[config.mk]
export PLATFORM = sky130hd
export DESIGN_NAME = lru_key_value_cache_unit_flat
export DESIGN_NICKNAME = d
export VERILOG_FILES = /design/src/rtl/core/lkvc_pkg.sv /design/src/rtl/core/lkvc_chan_if.sv /design/src/rtl/core/lkvc_cell.sv /design/src/rtl/core/lru_key_value_cache_unit.sv /design/src/flat_wrapper.sv
export SDC_FILE = /design/constraint.sdc
export NUM_CORES = 2
export LEC_CHECK = 0
export BUFFER_PORTS_ARGS = -buffer_cell sky130_fd_sc_hd__buf_2
export CAP_MARGIN = 40
export CORE_MARGIN = 5
export CORE_UTILIZATION = 57
export CTS_CLUSTER_SIZE = 8
export DETAILED_ROUTE_END_ITERATION = 16
export PLACE_DENSITY_LB_ADDON = 0.05
export REMOVE_ABC_BUFFERS = 1
export SETUP_SLACK_MARGIN = 0.1
export SKIP_CTS_REPAIR_TIMING = 1
export SLEW_MARGIN = 0
export SYNTH_ARGS = -nofsm -noshare
export SYNTH_HDL_FRONTEND = slang
export SYNTH_HIERARCHICAL = 1
export SYNTH_SLANG_ARGS = --single-unit
[constraint.sdc]
create_clock -name clk -period 6.4 [get_ports clk]
set_clock_uncertainty 0.15 [all_clocks]
set_input_delay 0.32 -clock clk [delete_from_list [all_inputs] [get_ports clk]]
set_output_delay 0.32 -clock clk [all_outputs]
set_load 0.01 [all_outputs]
[src/rtl/core/lkvc_pkg.sv]
package lkvc_pkg;

	localparam int CAP_W          = 5;
	localparam int RESET_CAPACITY = 16;
	localparam logic signed [31:0] NOT_FOUND = -32'sd1;

	typedef struct packed {
		logic               operation;
		logic signed [31:0] key;
		logic signed [31:0] value;
	} req_word_t;

	typedef struct packed {
		logic               hit;
		logic signed [31:0] read_data;
		logic               evicted;
	} rsp_word_t;

	typedef struct packed {
		logic [CAP_W-1:0] capacity;
	} cfg_word_t;

	// which cell a commit addresses
	typedef enum logic [1:0] {
		TGT_NONE,
		TGT_HIT,
		TGT_FREE,
		TGT_LRU
	} target_t;

	// search word rippling down the chain
	typedef struct packed {
		logic               hit;
		logic               free;
		logic               lru;
		logic signed [31:0] data;
	} srch_t;

	// commit broadcast to every cell
	typedef struct packed {
		logic    upd;
		target_t target;
		logic    age;
		logic    wr_key;
		logic    wr_data;
	} cmd_t;

endpackage

[src/rtl/core/lkvc_chan_if.sv]
interface lkvc_chan_if #(
	parameter type T = logic
) ();
	logic valid;
	logic ready;
	T     data;

	modport source (output valid, output data, input ready);
	modport sink (input valid, input data, output ready);
endinterface

[src/rtl/core/lkvc_cell.sv]
module lkvc_cell #(
	parameter int RW = 4,
	parameter int CW = 5
) (
	input  logic                 clk,
	input  logic                 arst_n,
	input  logic                 prev_tok,
	input  lkvc_pkg::srch_t      prev_srch,
	input  logic [RW-1:0]        prev_rank,
	output logic                 next_tok,
	output lkvc_pkg::srch_t      next_srch,
	output logic [RW-1:0]        next_rank,
	input  lkvc_pkg::cmd_t       cmd,
	input  logic [CW-1:0]        age_limit,
	input  logic [CW-1:0]        lru_rank,
	input  logic signed [31:0]   key,
	input  logic signed [31:0]   value
);
	import lkvc_pkg::*;

	logic               valid_q;
	logic [RW-1:0]      rank_q;
	logic signed [31:0] key_q;
	logic signed [31:0] data_q;
	logic               tok_q;
	srch_t              srch_q;
	logic [RW-1:0]      hrank_q;
	logic               sel_hit_q, sel_free_q, sel_lru_q;
	logic               mine_hit, mine_free, mine_lru, is_target;

	// first match / first free / least recent, earlier cells win
	assign mine_hit  = valid_q && (key_q == key) && !prev_srch.hit;
	assign mine_free = !valid_q && !prev_srch.free;
	assign mine_lru  = valid_q && (CW'(rank_q) == lru_rank) && !prev_srch.lru;

	always_comb begin
		case (cmd.target)
			TGT_HIT:  is_target = sel_hit_q;
			TGT_FREE: is_target = sel_free_q;
			TGT_LRU:  is_target = sel_lru_q;
			default:  is_target = 1'b0;
		endcase
	end

	always_ff @(posedge clk or negedge arst_n) begin
		if (!arst_n) begin
			tok_q <= 1'b0;
		end else begin
			tok_q <= prev_tok;
		end
	end

	always_ff @(posedge clk) begin
		if (prev_tok) begin
			srch_q.hit  <= prev_srch.hit | mine_hit;
			srch_q.free <= prev_srch.free | mine_free;
			srch_q.lru  <= prev_srch.lru | mine_lru;
			srch_q.data <= mine_hit ? data_q : prev_srch.data;
			hrank_q     <= mine_hit ? rank_q : prev_rank;
			sel_hit_q   <= mine_hit;
			sel_free_q  <= mine_free;
			sel_lru_q   <= mine_lru;
		end
	end

	always_ff @(posedge clk or negedge arst_n) begin
		if (!arst_n) begin
			valid_q <= 1'b0;
			rank_q  <= '0;
		end else if (cmd.upd) begin
			if (is_target) begin
				rank_q <= '0;
				if (cmd.wr_key) begin
					valid_q <= 1'b1;
				end
			end else if (cmd.age && valid_q && (CW'(rank_q) < age_limit)) begin
				rank_q <= rank_q + 1'b1;
			end
		end
	end

	always_ff @(posedge clk) begin
		if (cmd.upd && is_target) begin
			if (cmd.wr_key) begin
				key_q <= key;
			end
			if (cmd.wr_data) begin
				data_q <= value;
			end
		end
	end

	assign next_tok  = tok_q;
	assign next_srch = srch_q;
	assign next_rank = hrank_q;

endmodule

[src/rtl/core/lru_key_value_cache_unit.sv]
// LRU key-value cache, fully associative, one entry per cell.
// req  (sink):   word of operation (0 get, 1 put), key, value.
// rsp  (source): word of hit, read_data (-1 unless a get hits), evicted.
// cfg  (sink):   capacity, taken only while the cache is empty; clamped
//                to 1..ENTRIES. Always ready.
// A request is accepted when the cache is idle. A search token then walks
// the cell chain, one cell per cycle, picking up the first matching key,
// the first free cell and the least recent cell. When the token leaves the
// tail, the state moves to commit, where (once the output register is free)
// the commit is broadcast to every cell and the result word is registered.
// A new request is taken only once the previous one has committed and the
// cache is idle again; the length of the cell chain sets the rate.
// If rsp is stalled, the finished request waits at commit with the cache
// state untouched until the output register frees.
// Reset: all entries invalid, ranks zero, occupancy zero, capacity
// min(16, ENTRIES). Keys and data are not cleared.
module lru_key_value_cache_unit #(
	parameter int ENTRIES = 16
) (
	input  logic        clk,
	input  logic        arst_n,
	lkvc_chan_if.sink   req,
	lkvc_chan_if.source rsp,
	lkvc_chan_if.sink   cfg
);
	import lkvc_pkg::*;

	localparam int RW      = (ENTRIES > 1) ? $clog2(ENTRIES) : 1;
	localparam int CW      = $clog2(ENTRIES + 1);
	localparam int RST_CAP = (ENTRIES < RESET_CAPACITY) ? ENTRIES : RESET_CAPACITY;

	typedef enum logic [1:0] {
		ST_IDLE,
		ST_SEARCH,
		ST_COMMIT
	} state_t;

	state_t          state_q;
	req_word_t       req_q;
	logic            start_q;
	logic [CW-1:0]   cnt_q;
	logic [CW-1:0]   cap_q;
	rsp_word_t       out_q;
	logic            out_valid_q;

	// chain taps
	logic            tok   [ENTRIES+1];
	srch_t           srch  [ENTRIES+1];
	logic [RW-1:0]   hrank [ENTRIES+1];

	cmd_t            cmd;
	logic [CW-1:0]   age_limit;
	logic [CW-1:0]   lru_rank;
	logic [CW-1:0]   cnt_nxt;
	rsp_word_t       result;
	logic            commit_go;
	logic            evict_due;
	srch_t           fin;

	assign req.ready = (state_q == ST_IDLE);
	assign cfg.ready = 1'b1;
	assign rsp.valid = out_valid_q;
	assign rsp.data  = out_q;

	assign commit_go = (state_q == ST_COMMIT) && (!out_valid_q || rsp.ready);
	assign lru_rank  = cnt_q - 1'b1;
	assign evict_due = (cnt_q >= cap_q) && (cnt_q != '0);
	assign fin       = srch[ENTRIES];

	// head of the chain
	assign tok[0]   = start_q;
	assign srch[0]  = '0;
	assign hrank[0] = '0;

	for (genvar g = 0; g < ENTRIES; g++) begin : g_cell
		lkvc_cell #(
			.RW (RW),
			.CW (CW)
		) u_cell (
			.clk       (clk),
			.arst_n    (arst_n),
			.prev_tok  (tok[g]),
			.prev_srch (srch[g]),
			.prev_rank (hrank[g]),
			.next_tok  (tok[g+1]),
			.next_srch (srch[g+1]),
			.next_rank (hrank[g+1]),
			.cmd       (cmd),
			.age_limit (age_limit),
			.lru_rank  (lru_rank),
			.key       (req_q.key),
			.value     (req_q.value)
		);
	end

	// commit decision from the search word at the tail
	always_comb begin
		cmd.upd          = commit_go;
		cmd.target       = TGT_NONE;
		cmd.age          = 1'b0;
		cmd.wr_key       = 1'b0;
		cmd.wr_data      = 1'b0;
		age_limit        = cnt_q;
		cnt_nxt          = cnt_q;
		result.hit       = 1'b0;
		result.read_data = NOT_FOUND;
		result.evicted   = 1'b0;
		if (fin.hit) begin
			cmd.target  = TGT_HIT;
			cmd.age     = 1'b1;
			cmd.wr_data = req_q.operation;
			age_limit   = CW'(hrank[ENTRIES]);
			result.hit  = 1'b1;
			if (!req_q.operation) begin
				result.read_data = fin.data;
			end
		end else if (req_q.operation) begin
			if (evict_due) begin
				if (fin.lru) begin
					cmd.target     = TGT_LRU;
					cmd.age        = 1'b1;
					cmd.wr_key     = 1'b1;
					cmd.wr_data    = 1'b1;
					result.evicted = 1'b1;
				end
			end else if (fin.free) begin
				cmd.target  = TGT_FREE;
				cmd.age     = 1'b1;
				cmd.wr_key  = 1'b1;
				cmd.wr_data = 1'b1;
				cnt_nxt     = cnt_q + 1'b1;
				age_limit   = cnt_nxt;
			end
		end
	end

	always_ff @(posedge clk or negedge arst_n) begin
		if (!arst_n) begin
			state_q     <= ST_IDLE;
			start_q     <= 1'b0;
			cnt_q       <= '0;
			out_valid_q <= 1'b0;
		end else begin
			start_q <= 1'b0;
			if (rsp.valid && rsp.ready) begin
				out_valid_q <= 1'b0;
			end
			unique case (state_q)
				ST_IDLE: begin
					if (req.valid) begin
						start_q <= 1'b1;
						state_q <= ST_SEARCH;
					end
				end
				ST_SEARCH: begin
					if (tok[ENTRIES]) begin
						state_q <= ST_COMMIT;
					end
				end
				ST_COMMIT: begin
					if (commit_go) begin
						out_valid_q <= 1'b1;
						cnt_q       <= cnt_nxt;
						state_q     <= ST_IDLE;
					end
				end
				default: state_q <= ST_IDLE;
			endcase
		end
	end

	always_ff @(posedge clk) begin
		if (req.valid && req.ready) begin
			req_q <= req.data;
		end
		if (commit_go) begin
			out_q <= result;
		end
	end

	// capacity: only while empty, clamped to 1..ENTRIES
	always_ff @(posedge clk or negedge arst_n) begin
		if (!arst_n) begin
			cap_q <= CW'(RST_CAP);
		end else if (cfg.valid && cnt_q == '0) begin
			if (cfg.data.capacity == '0) begin
				cap_q <= CW'(1);
			end else if (int'(cfg.data.capacity) > ENTRIES) begin
				cap_q <= CW'(ENTRIES);
			end else begin
				cap_q <= CW'(cfg.data.capacity);
			end
		end
	end

	a_cnt_le_cap: assert property (@(posedge clk) disable iff (!arst_n)
		cnt_q <= cap_q)
		else $error("occupancy above capacity");

	a_one_token: assert property (@(posedge clk) disable iff (!arst_n)
		$onehot0({start_q, tok[ENTRIES]}) && !(start_q && state_q != ST_SEARCH))
		else $error("search token overlap");

	a_evict_full: assert property (@(posedge clk) disable iff (!arst_n)
		commit_go && result.evicted |-> !result.hit && cnt_q == cap_q)
		else $error("eviction while not full or on a hit");

endmodule

[src/flat_wrapper.sv]
// flat-port wrapper written by rule: the top's interface ports become plain ports
module lru_key_value_cache_unit_flat import lkvc_pkg::*;
#(
	parameter int ENTRIES = 16
)
  (clk, arst_n, req_valid, req_data, req_ready, rsp_valid, rsp_data, rsp_ready, cfg_valid, cfg_data, cfg_ready);
  lkvc_chan_if #(.T(req_word_t)) req_i ();
  lkvc_chan_if #(.T(rsp_word_t)) rsp_i ();
  lkvc_chan_if #(.T(cfg_word_t)) cfg_i ();
  input  logic clk;
  input  logic arst_n;
  input wire logic [$bits(req_i.valid)-1:0] req_valid;
  input wire logic [$bits(req_i.data)-1:0] req_data;
  output wire logic [$bits(req_i.ready)-1:0] req_ready;
  output wire logic [$bits(rsp_i.valid)-1:0] rsp_valid;
  output wire logic [$bits(rsp_i.data)-1:0] rsp_data;
  input wire logic [$bits(rsp_i.ready)-1:0] rsp_ready;
  input wire logic [$bits(cfg_i.valid)-1:0] cfg_valid;
  input wire logic [$bits(cfg_i.data)-1:0] cfg_data;
  output wire logic [$bits(cfg_i.ready)-1:0] cfg_ready;
  assign req_i.valid = req_valid;
  assign req_i.data = req_data;
  assign req_ready = req_i.ready;
  assign rsp_valid = rsp_i.valid;
  assign rsp_data = rsp_i.data;
  assign rsp_i.ready = rsp_ready;
  assign cfg_i.valid = cfg_valid;
  assign cfg_i.data = cfg_data;
  assign cfg_ready = cfg_i.ready;
  lru_key_value_cache_unit #(.ENTRIES(ENTRIES)) u_core (.clk(clk), .arst_n(arst_n), .req(req_i), .rsp(rsp_i), .cfg(cfg_i));
endmodule
==> flow_summary_export.csv <==
group,metric,value,unit
run_status,outcome,"finished clean",
final_layout,final_common_cell,"edfxtp_1",
sta,fin_crit,4.75,ns
global_routing,grt_pass1_vias,38549,
power,p_switching,5.19,mW
synthesis,synth_xor_area_share,4.68,%
critical_path,r2r_slack,1.65,ns
global_routing,grt_first_pass_wirelength,217,mm
power,comb_power_share,2.3,%
floorplanning,die_w,383,um
critical_path,worstPathMaxFanout,36,
placement,gp_congestion,0.777,
power,ir_worst_vdd,0.227,mV
synthesis,synth_mux_area_share,10.9,%
drt,dr_wl_met2,62.5,mm
synthesis,synth_top_family_by_area,"multiplexers",
power,switching_share,18.8,%
critical_path,endpoint_kind,"flip-flop",
synthesis,syn_area_per_cell,18.0,sq um
synthesis,synthAdderAreaFrac,1.13,%
sta,timing.fmax,210,MHz
drt,highest_layer,"met4",
floorplanning,rows,137,
critical_path,crit_buf_inv,3,
sta,postLayoutSetupSlackWorst,1.65,ns
synthesis,ys_warn_count,6,
power,powerDensity,302,nW/um^2
synthesis,syn_area,79500,sq um
sta,tightest_slew,0.934,ns
cts,clkLatencyLatePin,0.85,ns
sta,timing.hold.ws,0.0288,ns
sta,relSlewSlack,37.8,%
final_layout,regArea,56700,sq um
final_layout,synthToLayoutAreaGrowth,15.1,%
drt,initialDrtViolationCount,2286,
placement,port_buffers,110,
floorplanning,initial_core_util,57.2,%
drt,wl_met3,5.27,mm
power,p_int,22.4,mW
cts,cts_buffers,288,
drt,wl_met1,65.0,mm
drt,dr_total_vias,37538,
synthesis,synth.distinct_cells,69,
drt,wirelength,137,mm
critical_path,cp_slowest_cell,"a31o_2",
global_routing,grt_usage,18.7,%
critical_path,r2r_end,"u_core/g_cell[9].u_cell/key_q[28]",
critical_path,startpoint_type,"flip-flop",
global_routing,antenna_found_initial,1,
critical_path,path_delay_family,"compound AO/OA/AOI/OAI gates",
final_layout,fill_cells,9535,
flow_run,drv_cap,0,
synthesis,syn_inst,4413,
hold_path,holdPathStages,2,
cts,clockRootBuffer,"clkbuf_16",
critical_path,slowest_delay,0.76,ns
synthesis,synth_edf_count,1795,
placement,dp_slack,1.74,ns
critical_path,reg2reg_depth,12,
drt,ant_nets,0,
final_layout,final_util,65.8,%
sta,setup_viol,0,
power,clock_power_share,47.2,%
hold_path,hp-class,"in -> reg",
final_layout,multiInputGateArea,21200,sq um
cts,cts.sinks,1905,
critical_path,worst_ep_arrival_time,5.07,ns
floorplanning,fp.coreArea,139000,sq um
synthesis,synth_compound_area_share,3.17,%
final_layout,drive_gt1_share,24.9,%
critical_path,crit_top_cell,"buf_4",
sta,final_hold_viol_count,0,
power,pwr-share-seq,50.6,%
global_routing,grt_max_degree,151,
floorplanning,die-height,383,um
floorplanning,design.die.area,147000,sq um
synthesis,ys_seq_area_share,71.3,%
placement,place_inst,6483,
cts,tritoncts,"built",
drt,route.detailed.drc,0,
synthesis,ys.flop_type,"edfxtp_1",
cts,cts_buffer_depth,4,
drt,viasPerCell,5.38,
critical_path,crit_required,6.72,ns
final_layout,final_cell_mix,"1795 x edfxtp_1, 480 x mux2_4, 298 x clkbuf_16",
synthesis,ys_ff_latch,1905,
final_layout,nNetsFinal,5150,
critical_path,worstPathCellList,"inv_1 > buf_4 > ha_1 > nor2b_1 > o21ai_1 > nand3_1 > a21oi_1 > a31o_2 > nand2_1 > o21ai_0 > and3_1 > buf_4",
critical_path,worstSetupPathType,"reg -> reg",
final_layout,stdcell_count,6975,
synthesis,synthArstFlopShare,5.77,%
floorplanning,pin_count,112,
cts,h-tree-depth,5,
cts,clk_pin_slew,0.05,ns
drt,wl_per_cell,19.6,um
sta,drv_slew,0,
sta,rsz0062_at_grt,"false",
hold_path,hold-path-endpoint,"u_core/req_q[7]",
synthesis,synth_simple_gate_area_share,6.44,%
hold_path,min_from,"req_data[7]",
global_routing,grt_overflow,0,
power,p_leak,32.4,nW
placement,place_hpwl,87.1,mm
critical_path,r2r-start,"u_core/cnt_q[0]",
drt,drt_first_pass_iters,6,
sta,finalCritPeriodShare,74.3,%
-- worst max-delay path by stage --
stage | from | end | slack (ns) | cells after the start
2_1_floorplan | u_core/state_q[0] | u_core/g_cell[15].u_cell/key_q[0] | -0.22 | 3
3_3_place_gp | u_core/cnt_q[0] | u_core/g_cell[0].u_cell/rank_q[3] | 1.81 | 15
3_5_place_dp | u_core/cnt_q[0] | u_core/g_cell[6].u_cell/rank_q[0] | 1.74 | 15
4_1_cts | u_core/cnt_q[0] | u_core/g_cell[9].u_cell/key_q[28] | 1.68 | 12
5_1_grt | u_core/cnt_q[0] | u_core/g_cell[9].u_cell/rank_q[0] | 1.35 | 15
6_report | u_core/cnt_q[0] | u_core/g_cell[9].u_cell/key_q[28] | 1.65 | 12
-- cell type report --
cell class                 instances  area share (%)
inverter                         227           0.932
sequential                      1905            62.0
tap                             1876            2.57
clock buffer                     381            8.47
multi-input combinational       2268            23.1
timing repair buffer             313            2.86
clock inverter                     4          0.0383
antenna                            1         0.00274
-- cells by family (layout without fill, tap and decap cells) --
kind of cell / Yosys count / in the layout
DFF: 1905 / 1905
xor gates and xnor gates: 425 / 425
adders and majority gates: 72 / 72
and+or+nand+nor: 793 / 793
muxes: 613 / 613
buffers and inverters: 282 / 925
other: 2 / 45
AOI/OAI and AO/OA: 321 / 321
-- flip-flops by register name, indices dropped and copies added, names as in the netlist --
register / count
u_core/cnt_q: 5
u_core/rsp.data: 34
u_core/start_q: 1
u_core/cap_q: 5
u_core/g_cell.u_cell/valid_q: 16
u_core/g_cell.u_cell/next_srch: 560
u_core/g_cell.u_cell/key_q: 512
u_core/g_cell.u_cell/sel_free_q: 16
u_core/g_cell.u_cell/next_tok: 16
u_core/g_cell.u_cell/sel_hit_q: 16
u_core/g_cell.u_cell/data_q: 512
u_core/g_cell.u_cell/next_rank: 64
u_core/rsp.valid: 1
u_core/req_q: 65
u_core/state_q: 2
u_core/g_cell.u_cell/rank_q: 64
u_core/g_cell.u_cell/sel_lru_q: 16
-- worst register-to-register path, cell delays in order (launching register included) --
cell and delay [ns]:
dfrtp_1 0.42, inv_1 0.07, buf_4 0.41, ha_1 0.23
nor2b_1 0.04, o21ai_1 0.51, nand3_1 0.16, a21oi_1 0.20
a31o_2 0.76, nand2_1 0.19, o21ai_0 0.61, and3_1 0.26
buf_4 0.37
-- per-layer routing --
metal / up-vias / global-route usage [%]
met1: 18518 / 27.3
met2: 761 / 29.1
met4: 0 / 6.50
li1: 17941 / -
met5: - / 0
met3: 318 / 3.11
-- power groups by stage --
stage / Sequential, mW / Clock, mW / Combinational, mW
2_1_floorplan: 14.2 / 0 / 0.305
3_3_place_gp: 14.3 / 0 / 0.450
3_5_place_dp: 14.2 / 0 / 0.579
4_1_cts: 14.0 / 13.4 / 0.582
5_1_grt: 14.0 / 14.0 / 0.684
6_report: 14.0 / 13.0 / 0.624
-- synth_stat cells (11+ instances only) --
master	instances	area, sq um
xnor2_1	231	2020
nor3_1	25	125
mux2_2	130	1460
o21ai_0	32	160
ha_1	72	901
nor3b_1	11	82.6
nand3b_1	11	82.6
or2b_2	28	245
nor2_1	62	233
nand2b_1	166	1040
or4_1	12	90.1
edfxtp_1	1795	53900
a222oi_1	26	260
o21a_1	17	128
nor4_1	56	350
nand3_1	46	230
a22o_1	26	228
nor2_8	16	320
a21o_1	47	353
o22ai_1	29	181
and3_1	53	332
or4_4	20	225
nand2_1	129	484
inv_1	227	852
mux2_4	480	7210
o2111ai_1	12	105
o211ai_1	44	330
xor2_1	194	1700
nor2b_1	16	100
dfrtp_1	109	2730
or2_2	16	100
buf_12	48	961
nand4_1	58	363
-- metrics by stage --
| stage | TNS [ns] | instance area [sq um] | total power [mW] |
|---|---|---|---|
| after global routing | 0 | 91400 | 28.7 |
| after CTS | 0 | 90400 | 28.0 |
| after global placement | 0 | 82200 | 14.7 |
| after detailed placement | 0 | 82600 | 14.8 |
| final | 0 | 91400 | 27.6 |
| after floorplan | -223.31 | 78600 | 14.5 |
Power figures use the tool's default switching activity.
